$ cat config.mk
export PLATFORM = sky130hd
export DESIGN_NAME = sync_length_crc_deframer_flat
export DESIGN_NICKNAME = d
export VERILOG_FILES = /design/src/sv/slcd_pkg.sv /design/src/sv/slcd_in_if.sv /design/src/sv/slcd_out_if.sv /design/src/sv/slcd_parser.sv /design/src/sv/slcd_out_stage.sv /design/src/sv/sync_length_crc_deframer.sv /design/src/flat_wrapper.sv
export VERILOG_INCLUDE_DIRS = /design/src /design/src/sv
export SDC_FILE = /design/constraint.sdc
export NUM_CORES = 1
export LEC_CHECK = 0
export ABC_AREA = 1
export BUFFER_PORTS_ARGS = -buffer_cell sky130_fd_sc_hd__buf_2
export CAP_MARGIN = 15
export CORE_MARGIN = 4
export CORE_UTILIZATION = 45
export DETAILED_ROUTE_END_ITERATION = 10
export PLACE_DENSITY = 0.67
export SKIP_LAST_GASP = 1
export SLEW_MARGIN = 20
export SYNTH_ARGS = -nofsm -noshare
export SYNTH_HDL_FRONTEND = slang
export SYNTH_SLANG_ARGS = --single-unit
$ cat constraint.sdc
create_clock -name i_clk -period 5.05 [get_ports i_clk]
set_clock_uncertainty 0.1 [all_clocks]
set_input_delay 0 -clock i_clk [delete_from_list [all_inputs] [get_ports i_clk]]
set_output_delay 0 -clock i_clk [all_outputs]
set_load 0.005 [all_outputs]
$ cat src/sv/sync_length_crc_deframer_macros.svh
// ---------------------------------------------------------------------------
// Assertion macros for the sync, length and CRC frame receiver
// Each macro checks a property on the rising edge of i_clk while i_rst_n is
// high. The macros expand to nothing when SYNTHESIS is defined.
// ---------------------------------------------------------------------------
`ifndef SYNC_LENGTH_CRC_DEFRAMER_MACROS_SVH
`define SYNC_LENGTH_CRC_DEFRAMER_MACROS_SVH

`ifndef SYNTHESIS

`define SLCD_ASSERT_SAME(lbl, ant, con) \
    lbl: assert property (@(posedge i_clk) disable iff (!i_rst_n) (ant) |-> (con)) \
        else $error("slcd assertion failed");

`define SLCD_ASSERT_NEXT(lbl, ant, con) \
    lbl: assert property (@(posedge i_clk) disable iff (!i_rst_n) (ant) |=> (con)) \
        else $error("slcd assertion failed");

`else

`define SLCD_ASSERT_SAME(lbl, ant, con)

`define SLCD_ASSERT_NEXT(lbl, ant, con)

`endif

`endif

$ cat src/sv/slcd_pkg.sv
// ---------------------------------------------------------------------------
// slcd_pkg
// Types, codes and the CRC-16/XMODEM byte update shared by the frame
// receiver.
// ---------------------------------------------------------------------------
`default_nettype none

package slcd_pkg;

    localparam int unsigned MAX_LEN_DEFAULT = 256;
    localparam int unsigned CFG_INDEX_W     = 1;
    localparam int unsigned CFG_DATA_W      = 8;

    localparam logic [CFG_INDEX_W-1:0] CFG_SYNC_FIRST  = 1'd0;
    localparam logic [CFG_INDEX_W-1:0] CFG_SYNC_SECOND = 1'd1;

    localparam logic [7:0]  SYNC_FIRST_RESET  = 8'hFA;
    localparam logic [7:0]  SYNC_SECOND_RESET = 8'hFF;
    localparam logic [15:0] MIN_LEN           = 16'd3;
    localparam logic [15:0] CRC_BYTES         = 16'd2;

    typedef enum logic [2:0] {
        PH_HUNT   = 3'd0,
        PH_LEN_LO = 3'd1,
        PH_LEN_HI = 3'd2,
        PH_BODY   = 3'd3,
        PH_CRC_LO = 3'd4,
        PH_CRC_HI = 3'd5
    } t_phase;

    typedef enum logic [1:0] {
        KIND_BODY = 2'd0,
        KIND_GOOD = 2'd1,
        KIND_BAD  = 2'd2,
        KIND_REJ  = 2'd3
    } t_kind;

    typedef struct packed {
        logic       valid;
        t_kind      kind;
        logic [7:0] data;
        logic [7:0] position;
    } t_result;

    function automatic logic [15:0] crc_step(input logic [15:0] crc, input logic [7:0] b);
        logic [15:0] c;
        c = {crc[7:0], crc[15:8]};
        c = c ^ {8'h00, b};
        c = c ^ {12'h000, c[7:4]};
        c = c ^ {c[3:0], 12'h000};
        c = c ^ {3'b000, c[7:0], 5'b00000};
        return c;
    endfunction

endpackage

`default_nettype wire

$ cat src/sv/slcd_in_if.sv
// ---------------------------------------------------------------------------
// slcd_in_if
// Received byte channel with valid and ready.
// ---------------------------------------------------------------------------
`default_nettype none

interface slcd_in_if;
    logic       valid;
    logic       ready;
    logic [7:0] rx_byte;

    modport source (output valid, output rx_byte, input ready);
    modport sink   (input valid, input rx_byte, output ready);
endinterface

`default_nettype wire

$ cat src/sv/slcd_out_if.sv
// ---------------------------------------------------------------------------
// slcd_out_if
// Result channel with valid and ready.
// ---------------------------------------------------------------------------
`default_nettype none

interface slcd_out_if;
    logic            valid;
    logic            ready;
    slcd_pkg::t_kind kind;
    logic [7:0]      data;
    logic [7:0]      position;

    modport source (output valid, output kind, output data, output position, input ready);
    modport sink   (input valid, input kind, input data, input position, output ready);
endinterface

`default_nettype wire

$ cat src/sv/slcd_parser.sv
// ---------------------------------------------------------------------------
// slcd_parser
// Frame state machine: sync hunt, length capture, body pass-through with a
// running CRC and the final CRC check. State moves on each step.
// ---------------------------------------------------------------------------
`default_nettype none

module slcd_parser #(
    parameter int unsigned MAX_LEN = slcd_pkg::MAX_LEN_DEFAULT
) (
    input  wire logic            i_clk,
    input  wire logic            i_rst_n,
    input  wire logic            i_step,
    input  wire logic [7:0]      i_byte,
    input  wire logic [7:0]      i_sync_first,
    input  wire logic [7:0]      i_sync_second,
    output slcd_pkg::t_result    o_result
);

    slcd_pkg::t_phase r_phase,         n_phase;
    logic [7:0]       r_previous_byte, n_previous_byte;
    logic [15:0]      r_frame_length,  n_frame_length;
    logic [15:0]      r_byte_count,    n_byte_count;
    logic [15:0]      r_running_crc,   n_running_crc;
    logic [7:0]       r_crc_low_byte,  n_crc_low_byte;

    logic [15:0] w_length;
    logic [15:0] w_count_inc;

    assign w_length    = {i_byte, r_frame_length[7:0]};
    assign w_count_inc = r_byte_count + 16'd1;

    always_ff @(posedge i_clk) begin
        if (!i_rst_n) begin
            r_phase         <= slcd_pkg::PH_HUNT;
            r_previous_byte <= 8'd0;
            r_frame_length  <= 16'd0;
            r_byte_count    <= 16'd0;
            r_running_crc   <= 16'd0;
            r_crc_low_byte  <= 8'd0;
        end else if (i_step) begin
            r_phase         <= n_phase;
            r_previous_byte <= n_previous_byte;
            r_frame_length  <= n_frame_length;
            r_byte_count    <= n_byte_count;
            r_running_crc   <= n_running_crc;
            r_crc_low_byte  <= n_crc_low_byte;
        end
    end

    always_comb begin
        n_phase         = r_phase;
        n_previous_byte = r_previous_byte;
        n_frame_length  = r_frame_length;
        n_byte_count    = r_byte_count;
        n_running_crc   = r_running_crc;
        n_crc_low_byte  = r_crc_low_byte;
        o_result        = '{valid: 1'b0, kind: slcd_pkg::KIND_BODY,
                            data: 8'd0, position: 8'd0};
        case (r_phase)
            slcd_pkg::PH_LEN_LO: begin
                n_frame_length = {8'd0, i_byte};
                n_phase        = slcd_pkg::PH_LEN_HI;
            end
            slcd_pkg::PH_LEN_HI: begin
                n_frame_length = w_length;
                if (w_length < slcd_pkg::MIN_LEN || w_length > 16'(MAX_LEN)) begin
                    n_phase         = slcd_pkg::PH_HUNT;
                    n_previous_byte = 8'd0;
                    o_result.valid  = 1'b1;
                    o_result.kind   = slcd_pkg::KIND_REJ;
                end else begin
                    n_byte_count  = 16'd0;
                    n_running_crc = 16'd0;
                    n_phase       = slcd_pkg::PH_BODY;
                end
            end
            slcd_pkg::PH_BODY: begin
                n_running_crc     = slcd_pkg::crc_step(r_running_crc, i_byte);
                n_byte_count      = w_count_inc;
                if (w_count_inc >= r_frame_length - slcd_pkg::CRC_BYTES) begin
                    n_phase = slcd_pkg::PH_CRC_LO;
                end
                o_result.valid    = 1'b1;
                o_result.kind     = slcd_pkg::KIND_BODY;
                o_result.data     = i_byte;
                o_result.position = r_byte_count[7:0];
            end
            slcd_pkg::PH_CRC_LO: begin
                n_crc_low_byte = i_byte;
                n_phase        = slcd_pkg::PH_CRC_HI;
            end
            slcd_pkg::PH_CRC_HI: begin
                n_phase         = slcd_pkg::PH_HUNT;
                n_previous_byte = 8'd0;
                o_result.valid  = 1'b1;
                o_result.kind   = ({i_byte, r_crc_low_byte} == r_running_crc)
                                  ? slcd_pkg::KIND_GOOD : slcd_pkg::KIND_BAD;
            end
            default: begin
                n_phase = slcd_pkg::PH_HUNT;
                if (r_previous_byte == i_sync_first && i_byte == i_sync_second) begin
                    n_phase         = slcd_pkg::PH_LEN_LO;
                    n_previous_byte = 8'd0;
                end else begin
                    n_previous_byte = i_byte;
                end
            end
        endcase
    end

endmodule

`default_nettype wire

$ cat src/sv/slcd_out_stage.sv
// ---------------------------------------------------------------------------
// slcd_out_stage
// Result register in front of the output channel. It reports whether it can
// take a new result in the current cycle.
// ---------------------------------------------------------------------------
`default_nettype none

module slcd_out_stage (
    input  wire logic         i_clk,
    input  wire logic         i_rst_n,
    input  wire logic         i_load,
    input  slcd_pkg::t_result i_result,
    output logic              o_free,
    slcd_out_if.source        o_res
);

    logic            r_valid;
    slcd_pkg::t_kind r_kind;
    logic [7:0]      r_data;
    logic [7:0]      r_position;

    assign o_free = !r_valid || o_res.ready;

    always_ff @(posedge i_clk) begin
        if (!i_rst_n) begin
            r_valid <= 1'b0;
        end else if (i_load) begin
            r_valid <= i_result.valid;
        end else if (o_res.ready) begin
            r_valid <= 1'b0;
        end
    end

    always_ff @(posedge i_clk) begin
        if (i_load) begin
            r_kind     <= i_result.kind;
            r_data     <= i_result.data;
            r_position <= i_result.position;
        end
    end

    assign o_res.valid    = r_valid;
    assign o_res.kind     = r_kind;
    assign o_res.data     = r_data;
    assign o_res.position = r_position;

endmodule

`default_nettype wire

$ cat src/sv/sync_length_crc_deframer.sv
// ---------------------------------------------------------------------------
// sync_length_crc_deframer
// Hunts a byte stream for a sync pair, reads a little-endian length, passes
// the body bytes on with their offsets and checks a CRC-16/XMODEM trailer.
//
//   Channel   Direction  Payload
//   i_rx      in         rx_byte
//   o_res     out        kind, data, position
//   i_cfg_*   in         sync_first (index 0), sync_second (index 1)
//
// A byte goes through an input register and the frame state machine into
// the result register, which drives o_res.valid.
// One byte is accepted every cycle while no result stalls; the state
// machine step sets that rate. Reset is synchronous; there is no clearing
// pass. A stalled result holds the state machine; input is then accepted
// only while the input register is empty.
// ---------------------------------------------------------------------------
`default_nettype none

`include "sync_length_crc_deframer_macros.svh"

module sync_length_crc_deframer #(
    parameter int unsigned MAX_LEN = slcd_pkg::MAX_LEN_DEFAULT
) (
    input  wire logic                             i_clk,
    input  wire logic                             i_rst_n,
    input  wire logic                             i_cfg_we,
    input  wire logic [slcd_pkg::CFG_INDEX_W-1:0] i_cfg_index,
    input  wire logic [slcd_pkg::CFG_DATA_W-1:0]  i_cfg_data,
    slcd_in_if.sink                               i_rx,
    slcd_out_if.source                            o_res
);

    logic [7:0] r_sync_first_q;
    logic [7:0] r_sync_second;
    logic       r_in_valid, n_in_valid;
    logic [7:0] r_in_byte;

    logic              w_advance;
    logic              w_out_free;
    slcd_pkg::t_result w_result;

    always_ff @(posedge i_clk) begin
        if (!i_rst_n) begin
            r_sync_first_q <= slcd_pkg::SYNC_FIRST_RESET;
            r_sync_second  <= slcd_pkg::SYNC_SECOND_RESET;
        end else if (i_cfg_we) begin
            case (i_cfg_index)
                slcd_pkg::CFG_SYNC_FIRST: begin
                    r_sync_first_q <= i_cfg_data;
                end
                slcd_pkg::CFG_SYNC_SECOND: begin
                    r_sync_second <= i_cfg_data;
                end
                default: begin
                    r_sync_second <= r_sync_second;
                end
            endcase
        end
    end

    assign w_advance  = r_in_valid && w_out_free;
    assign i_rx.ready = !r_in_valid || w_out_free;

    always_comb begin
        n_in_valid = r_in_valid;
        if (i_rx.valid && i_rx.ready) begin
            n_in_valid = 1'b1;
        end else if (w_advance) begin
            n_in_valid = 1'b0;
        end
    end

    always_ff @(posedge i_clk) begin
        if (!i_rst_n) begin
            r_in_valid <= 1'b0;
        end else begin
            r_in_valid <= n_in_valid;
        end
    end

    always_ff @(posedge i_clk) begin
        if (i_rx.valid && i_rx.ready) begin
            r_in_byte <= i_rx.rx_byte;
        end
    end

    slcd_parser #(
        .MAX_LEN(MAX_LEN)
    ) u_parser (
        .i_clk        (i_clk),
        .i_rst_n      (i_rst_n),
        .i_step       (w_advance),
        .i_byte       (r_in_byte),
        .i_sync_first (r_sync_first_q),
        .i_sync_second(r_sync_second),
        .o_result     (w_result)
    );

    slcd_out_stage u_out (
        .i_clk   (i_clk),
        .i_rst_n (i_rst_n),
        .i_load  (w_advance),
        .i_result(w_result),
        .o_free  (w_out_free),
        .o_res   (o_res)
    );

    `SLCD_ASSERT_SAME(a_in_full_blocks, r_in_valid && !w_out_free, !i_rx.ready)
    `SLCD_ASSERT_NEXT(a_result_lands, w_advance && w_result.valid, o_res.valid)
    `SLCD_ASSERT_SAME(a_status_zero, o_res.valid && o_res.kind != slcd_pkg::KIND_BODY, o_res.data == 8'd0 && o_res.position == 8'd0)

endmodule

`default_nettype wire

$ cat src/flat_wrapper.sv
// flat-port wrapper written by rule: the top's interface ports become plain ports
module sync_length_crc_deframer_flat 
#(
    parameter int unsigned MAX_LEN = slcd_pkg::MAX_LEN_DEFAULT
)
  (i_clk, i_rst_n, i_cfg_we, i_cfg_index, i_cfg_data, i_rx_valid, i_rx_rx_byte, i_rx_ready, o_res_valid, o_res_kind, o_res_data, o_res_position, o_res_ready);
  slcd_in_if i_rx_i ();
  slcd_out_if o_res_i ();
  input  wire logic i_clk;
  input  wire logic i_rst_n;
  input  wire logic i_cfg_we;
  input  wire logic [slcd_pkg::CFG_INDEX_W-1:0] i_cfg_index;
  input  wire logic [slcd_pkg::CFG_DATA_W-1:0] i_cfg_data;
  input wire logic [$bits(i_rx_i.valid)-1:0] i_rx_valid;
  input wire logic [$bits(i_rx_i.rx_byte)-1:0] i_rx_rx_byte;
  output wire logic [$bits(i_rx_i.ready)-1:0] i_rx_ready;
  output wire logic [$bits(o_res_i.valid)-1:0] o_res_valid;
  output wire logic [$bits(o_res_i.kind)-1:0] o_res_kind;
  output wire logic [$bits(o_res_i.data)-1:0] o_res_data;
  output wire logic [$bits(o_res_i.position)-1:0] o_res_position;
  input wire logic [$bits(o_res_i.ready)-1:0] o_res_ready;
  assign i_rx_i.valid = i_rx_valid;
  assign i_rx_i.rx_byte = i_rx_rx_byte;
  assign i_rx_ready = i_rx_i.ready;
  assign o_res_valid = o_res_i.valid;
  assign o_res_kind = o_res_i.kind;
  assign o_res_data = o_res_i.data;
  assign o_res_position = o_res_i.position;
  assign o_res_i.ready = o_res_ready;
  sync_length_crc_deframer #(.MAX_LEN(MAX_LEN)) u_core (.i_clk(i_clk), .i_rst_n(i_rst_n), .i_cfg_we(i_cfg_we), .i_cfg_index(i_cfg_index), .i_cfg_data(i_cfg_data), .i_rx(i_rx_i), .o_res(o_res_i));
endmodule
==> flow_metrics.tcl, run 1 <==
set metrics [dict create \
    status "finished, final reports clean" \
    r2r_end "u_core.u_parser.r_phase[1]$_SDFFE_PN0P_" \
    drive_gt1_frac 0.0966 \
    top_level_ports 42 \
    cts_buffers 9 \
    place_inst 979 \
    route.met3.wl_um 719 \
    clkTransAtPathRegs_ns 0.07 \
    fin_cells 1021 \
    wl_per_cell_um 13.2 \
    synthArstFlopShare 0 \
    rows 41 \
    rsz0062_at_grt "false" \
    worstHoldStart "i_rst_n" \
    syn_area_sq_mm 0.00587 \
    die_w_um 122 \
    synth_xor_area_frac 0.0804 \
    antenna_found_initial 0 \
    setup.worst_path.class "register to register" \
    fp.dieH_um 122 \
    wl_met1_um 6550 \
    yosysWarnings 0 \
    fillers 1243 \
    yosys.cell_types.count 37 \
    syn-num-nets 833 \
    post-route-period-util 0.566 \
    htree_levels 3 \
    seq_area_frac_synth 0.423 \
    hpwl_um 9170 \
    worstHoldPathCells 2 \
    syn_inst 793 \
    drt_iter0_drc 447 \
    vias 4940 \
    required_ns 5.20 \
    synth_compound_area_frac 0.0998 \
    rrSetupSlack_ns 2.19 \
    drv_cap 0 \
    r2r-start "u_core.u_parser.r_frame_length[1]$_SDFFE_PN0P_" \
    dr_wl_met2_um 6030 \
    cts-root-buf "clkbuf_16" \
    multi_input_area_sq_mm 0.00284 \
    ys_top_cells_by_area "dfxtp_1 (29%), edfxtp_1 (13%), nand2_1 (13%)" \
    first_global_vias 4529 \
    first_pass_iters 5 \
    synthMuxAreaShare 0 \
    regArea_sq_mm 0.00248 \
    synth_top_family_by_area "simple AND/OR/NAND/NOR gates" \
    holdWs_ns 0.0866 \
    timing.final.crit_period_ns 2.86 \
    ir_worst_vdd_uv 200 \
    power_density_mw_per_mm2 284 \
    cp-end-kind "register" \
    synthAdderAreaFrac 0.0384 \
    fp.coreArea_sq_mm 0.0127 \
    fin_setup_tns_ns 0 \
    reg2regPathDepth 16 \
    yosysMostFrequentCell "nand2_1" \
    grt_pass1_wl_um 22300 \
    ys_seq_elements 111 \
    grtUsageTotal 0.190 \
    synth_top_area_cell "dfxtp_1" \
    initial_core_util 0.463 \
    area_growth_pct 14.2 \
    min_to "u_core.r_sync_first_q[5]$_SDFFE_PN1P_" \
    critPathArrivalTime_ns 3.01 \
    slew_headroom 0.335 \
    start_kind "register" \
    hold_violations 0 \
    drt-total-wl_um 13400 \
    port_buffers 41 \
    synthTopCellsByCount "nand2_1 (208), inv_1 (98), dfxtp_1 (85), nor2_1 (80), a21oi_1 (66)" \
    gr-total-overflow 0 \
    highest_layer "met4" \
    yosysTopAreaCellShare 0.290 \
    total_power_mw 1.90 \
    place_congestion 0.856 \
    grt_max_degree 47 \
    insertion_delay_ns 0.36 \
    avgSynthCellArea_sq_um 7.40 \
    cts.sinks 111 \
    place_area_sq_mm 0.00614 \
    finalMaxSlewViolations 0 \
    cts_buffer_depth 2 \
    fmax_mhz 350 \
    cp_max_fo 6 \
    num_antenna_cells 0 \
    hold_path.class "primary input to register" \
    layout.nets 884 \
    final_area_sq_mm 0.00670 \
    yosys.area_share.simple 0.265 \
    setup_viol 0 \
    tightest_slew_ns 0.994 \
    ant_nets 0 \
    via_per_inst 4.84 \
    power_leakage_nw 2.98 \
    tritoncts "built" \
    drc_errors 0 \
    synthFlopType "dfxtp_1" \
    die_area_sq_mm 0.0149 \
    synth_edf_count 26 \
]
## cell families after synthesis
family,after synthesis
adders and majority gates,18
AOI/OAI and AO/OA,107
and+or+nand+nor,371
xor gates and xnor gates,53
DFF,111
buffers and inverters,133
## routing by layer
metal	GRT usage	vias to the layer above
met5	0	-
met4	0.0448	0
met3	0.0464	13
met2	0.300	102
met1	0.264	2215
li1	-	2610
## critical path: stages (launching register included)
cell,delay [ns]
dfxtp_1,0.37
inv_1,0.12
ha_1,0.19
nand2_1,0.10
nor3_1,0.27
nand2_1,0.13
nor2_1,0.16
nand3_1,0.10
xnor2_1,0.15
inv_1,0.06
ha_1,0.30
a21oi_1,0.16
nand3_1,0.09
nor2_1,0.12
nand2_1,0.12
a21oi_1,0.15
nor2_1,0.06
## through the flow
stage               setup slack, ns  utilization
floorplan                      2.50            -
global placement               2.26        0.484
detailed placement             2.19        0.484
CTS                            2.18        0.529
global route                   1.82        0.529
finish                         2.19        0.529
## worst max-delay path by stage
stage                                                   start                                      end  slack (ns)  cells after the start
3_5_place_dp   u_core.u_parser.r_frame_length[1]$_SDFFE_PN0P_  u_core.u_parser.r_phase[0]$_SDFFE_PN0P_        2.19                     17
5_1_grt        u_core.u_parser.r_frame_length[1]$_SDFFE_PN0P_  u_core.u_parser.r_phase[1]$_SDFFE_PN0P_        1.82                     17
2_1_floorplan  u_core.u_parser.r_frame_length[1]$_SDFFE_PN0P_  u_core.u_parser.r_phase[1]$_SDFFE_PN0P_        2.50                     16
4_1_cts        u_core.u_parser.r_frame_length[1]$_SDFFE_PN0P_  u_core.u_parser.r_phase[1]$_SDFFE_PN0P_        2.18                     16
6_report       u_core.u_parser.r_frame_length[1]$_SDFFE_PN0P_  u_core.u_parser.r_phase[1]$_SDFFE_PN0P_        2.19                     16
3_3_place_gp   u_core.u_parser.r_frame_length[1]$_SDFFE_PN0P_  u_core.u_parser.r_phase[1]$_SDFFE_PN0P_        2.26                     16
## repair_timing
action                    4_1_cts  5_1_grt
setup buffers                   0        0
hold buffers                   26        0
hold endpoints to repair       26        0
resized for setup               0        0
## where the power goes
part / internal (mW) / switching [mW] / total (mW) / leakage, nW
logic: 0.0849 / 0.125 / 0.210 / 1.90
clock network: 0.398 / 0.326 / 0.724 / 0.142
registers: 0.939 / 0.0272 / 0.966 / 0.936
## layout by cell type, fill, tap and decap left out, types with 2 or more instances in the layout
master,netlist,final
a211oi_1,5,5
a21oi_1,66,66
and2_1,2,2
buf_2,11,41
clkbuf_16,0,9
clkinvlp_4,0,2
dfxtp_1,85,85
dlygate4sd3_1,0,26
edfxtp_1,26,26
ha_1,18,18
inv_1,98,98
inv_2,8,8
nand2_1,208,208
nand2_2,3,3
nand2_4,2,2
nand3_1,48,48
nand4_1,7,7
nor2_1,80,80
nor2_2,5,5
nor3_1,8,8
nor3_2,2,2
o211ai_1,9,9
o21ai_0,21,21
or2_2,3,3
xnor2_1,20,20
xor2_1,32,32
## flip-flops by register name (all words and copies together), names as in the netlist
name,cells
u_core.u_out.o_res.position,8
u_core.u_out.o_res.valid,1
u_core.u_parser.r_phase,3
u_core.r_sync_first_q,8
u_core.u_parser.r_byte_count,16
u_core.u_parser.r_previous_byte,8
u_core.r_sync_second,8
u_core.r_in_valid,1
u_core.u_out.o_res.data,8
u_core.u_out.o_res.kind,2
u_core.u_parser.r_frame_length,16
u_core.u_parser.r_crc_low_byte,8
u_core.u_parser.r_running_crc,16
u_core.r_in_byte,8
## area by class of cell
class,instances,share of cell area
clock buffers,11,0.0362
clock inverters,5,0.00878
inverters,106,0.0594
multi-input cells,549,0.423
flip-flops and latches,111,0.371
well taps,172,0.0321
repair buffers,67,0.0695
(Power assumes the default switching activity.)
==> run 2: changes to the inputs <==
==> constraint.sdc (replaced) <==
create_clock -name i_clk -period 2.8 [get_ports i_clk]
set_clock_uncertainty 0.1 [all_clocks]
set_input_delay 0 -clock i_clk [delete_from_list [all_inputs] [get_ports i_clk]]
set_output_delay 0 -clock i_clk [all_outputs]
set_load 0.005 [all_outputs]
==> flow_metrics.tcl, run 2 (synthesis results as in run 1) <==
set metrics [dict create \
    worstHoldPathCells 5 \
    cp_top_family "simple AND/OR/NAND/NOR gates" \
    grtUsageTotal 0.193 \
    first_pass_iters 5 \
    cpPeakStageDelay_ns 0.31 \
    critPathArrivalTime_ns 2.72 \
    fin_util 0.534 \
    worstHoldStart "i_cfg_we" \
    status "finished, final reports clean" \
    htree_levels 3 \
    fp.dieH_um 122 \
    ant_nets 0 \
    gr-total-overflow 0 \
    crit_chain "inv_1, ha_2, nand2_2, nor3_2, nand2_1, nor2_2, nand3_1, xnor2_1, inv_1, ha_1, nand4_1, a21oi_1, nor2_1, nand2_1, nand2_1, nor2_1, nor2_1" \
    power_density_mw_per_mm2 492 \
    first_global_vias 4617 \
    hpwl_um 9450 \
    rrSetupSlack_ns 0.22 \
    ir_worst_vdd_uv 522 \
    fp.coreArea_sq_mm 0.0127 \
    final_cell_mix "nand2_1 (206), inv_1 (98), dfxtp_1 (85), nor2_1 (78), a21oi_1 (66)" \
    min_to "u_core.r_sync_first_q[5]$_SDFFE_PN1P_" \
    reg.largest.list "u_core.u_parser.r_byte_count x16, u_core.u_parser.r_frame_length x16, u_core.u_parser.r_running_crc x16" \
    path_buf_inv 2 \
    cp-end-kind "register" \
    final.setup.worst_slack_ns 0.223 \
    grt_pass1_wl_um 22900 \
    setup_viol 0 \
    die_area_sq_mm 0.0149 \
    port_buffers 41 \
    timing.final.crit_period_ns 2.58 \
    holdWs_ns 0.0642 \
    final_area_sq_mm 0.00676 \
    final_common_cell "nand2_1" \
    fillers 1226 \
    place_ws_ns 0.106 \
    drc_errors 0 \
    antenna_found_initial 0 \
    layout.nets 893 \
    fmax_mhz 388 \
    cp_max_fo 3 \
    required_ns 2.94 \
    setup.worst_path.class "register to register" \
    start_kind "register" \
    post-route-period-util 0.920 \
    cts_buffer_depth 2 \
    wl_per_cell_um 13.0 \
    tritoncts "built" \
    hold_path.class "primary input to register" \
    finalMaxSlewViolations 0 \
    die_w_um 122 \
    drive_gt1_frac 0.114 \
    place_area_sq_mm 0.00620 \
    num_antenna_cells 0 \
    r2r-start "u_core.u_parser.r_frame_length[1]$_SDFFE_PN0P_" \
    drv_cap 0 \
    cts.sinks 111 \
    insertion_delay_ns 0.35 \
    drt_iter0_drc 266 \
    cts_buffers 9 \
    drt-total-wl_um 13400 \
    vias 4973 \
    top_level_ports 42 \
    cts-root-buf "clkbuf_16" \
    r2r_end "u_core.u_parser.r_phase[0]$_SDFFE_PN0P_" \
    rows 41 \
    place_congestion 0.887 \
    rsz0062_at_grt "true" \
    worst_path_max_delay_cell "dfxtp_1" \
    reg2regPathDepth 17 \
    slew_headroom 0.448 \
    clkTransAtPathRegs_ns 0.07 \
    area_growth_pct 15.3 \
    power_leakage_nw 3.02 \
    grt_max_degree 47 \
    via_per_inst 4.83 \
    tightest_slew_ns 0.828 \
    initial_core_util 0.463 \
    hold_violations 0 \
]
==> run 2: metal layers <==
layer	vias up	track usage	routed length (um)
met1	2228	0.282	6670
li1	2628	-	-
met3	9	0.0450	666
met5	-	0	0
met2	108	0.295	5980
met4	0	0.0364	116
==> run 2: report_power, final <==
| part | switching, mW | internal, mW | total, mW |
|---|---|---|---|
| logic | 0.230 | 0.162 | 0.392 |
| clock network | 0.566 | 0.627 | 1.19 |
| registers | 0.0472 | 1.69 | 1.74 |
| total | 0.843 | 2.48 | 3.33 |
==> run 2: how the worst max path moves through the flow <==
| stage | from | endpoint | slack [ns] | depth (start not counted) |
|---|---|---|---|---|
| 6_report | u_core.u_parser.r_frame_length[1]$_SDFFE_PN0P_ | u_core.u_parser.r_phase[0]$_SDFFE_PN0P_ | 0.22 | 17 |
| 3_3_place_gp | u_core.u_parser.r_frame_length[1]$_SDFFE_PN0P_ | u_core.u_parser.r_phase[1]$_SDFFE_PN0P_ | 0.17 | 16 |
| 5_1_grt | u_core.u_parser.r_frame_length[1]$_SDFFE_PN0P_ | u_core.u_parser.r_phase[0]$_SDFFE_PN0P_ | -0.12 | 17 |
| 3_5_place_dp | u_core.u_parser.r_frame_length[1]$_SDFFE_PN0P_ | u_core.u_parser.r_phase[0]$_SDFFE_PN0P_ | 0.11 | 17 |
| 2_1_floorplan | u_core.u_parser.r_frame_length[1]$_SDFFE_PN0P_ | u_core.u_parser.r_phase[1]$_SDFFE_PN0P_ | 0.25 | 16 |
| 4_1_cts | u_core.u_parser.r_frame_length[1]$_SDFFE_PN0P_ | u_core.u_parser.r_phase[0]$_SDFFE_PN0P_ | 0.08 | 17 |
==> run 2: timing repair <==
item                                    CTS  global route
endpoints found under the hold margin    26             0
buffers inserted                          0             1
endpoints found under the setup margin    0             3
gates resized for setup                   0             8
hold buffers                             25             0
==> run 2: cell type report <==
type	count	area, sq um	area share
flip-flops and latches	111	2480	0.367
repair buffers	76	531	0.0784
clock inverters	5	31.3	0.00462
clock buffers	11	243	0.0359
well taps	172	215	0.0318
multi-input cells	549	2860	0.423
inverters	106	398	0.0588
==> run 2: tightest hold or removal path, delay by kind of cell <==
| kind | cells | cell delay (ns) |
|---|---|---|
| buffers and inverters | 2 | 0.16 |
| AND/OR/NAND/NOR | 3 | 0.31 |
==> run 2: per-stage QoR <==
stage,power [mW],instances,TNS (ns)
2_1_floorplan,2.03,793,0
3_3_place_gp,2.13,988,0
3_5_place_dp,2.14,988,0
4_1_cts,3.36,1029,0
5_1_grt,3.50,1030,-0.266
6_report,3.33,1030,0
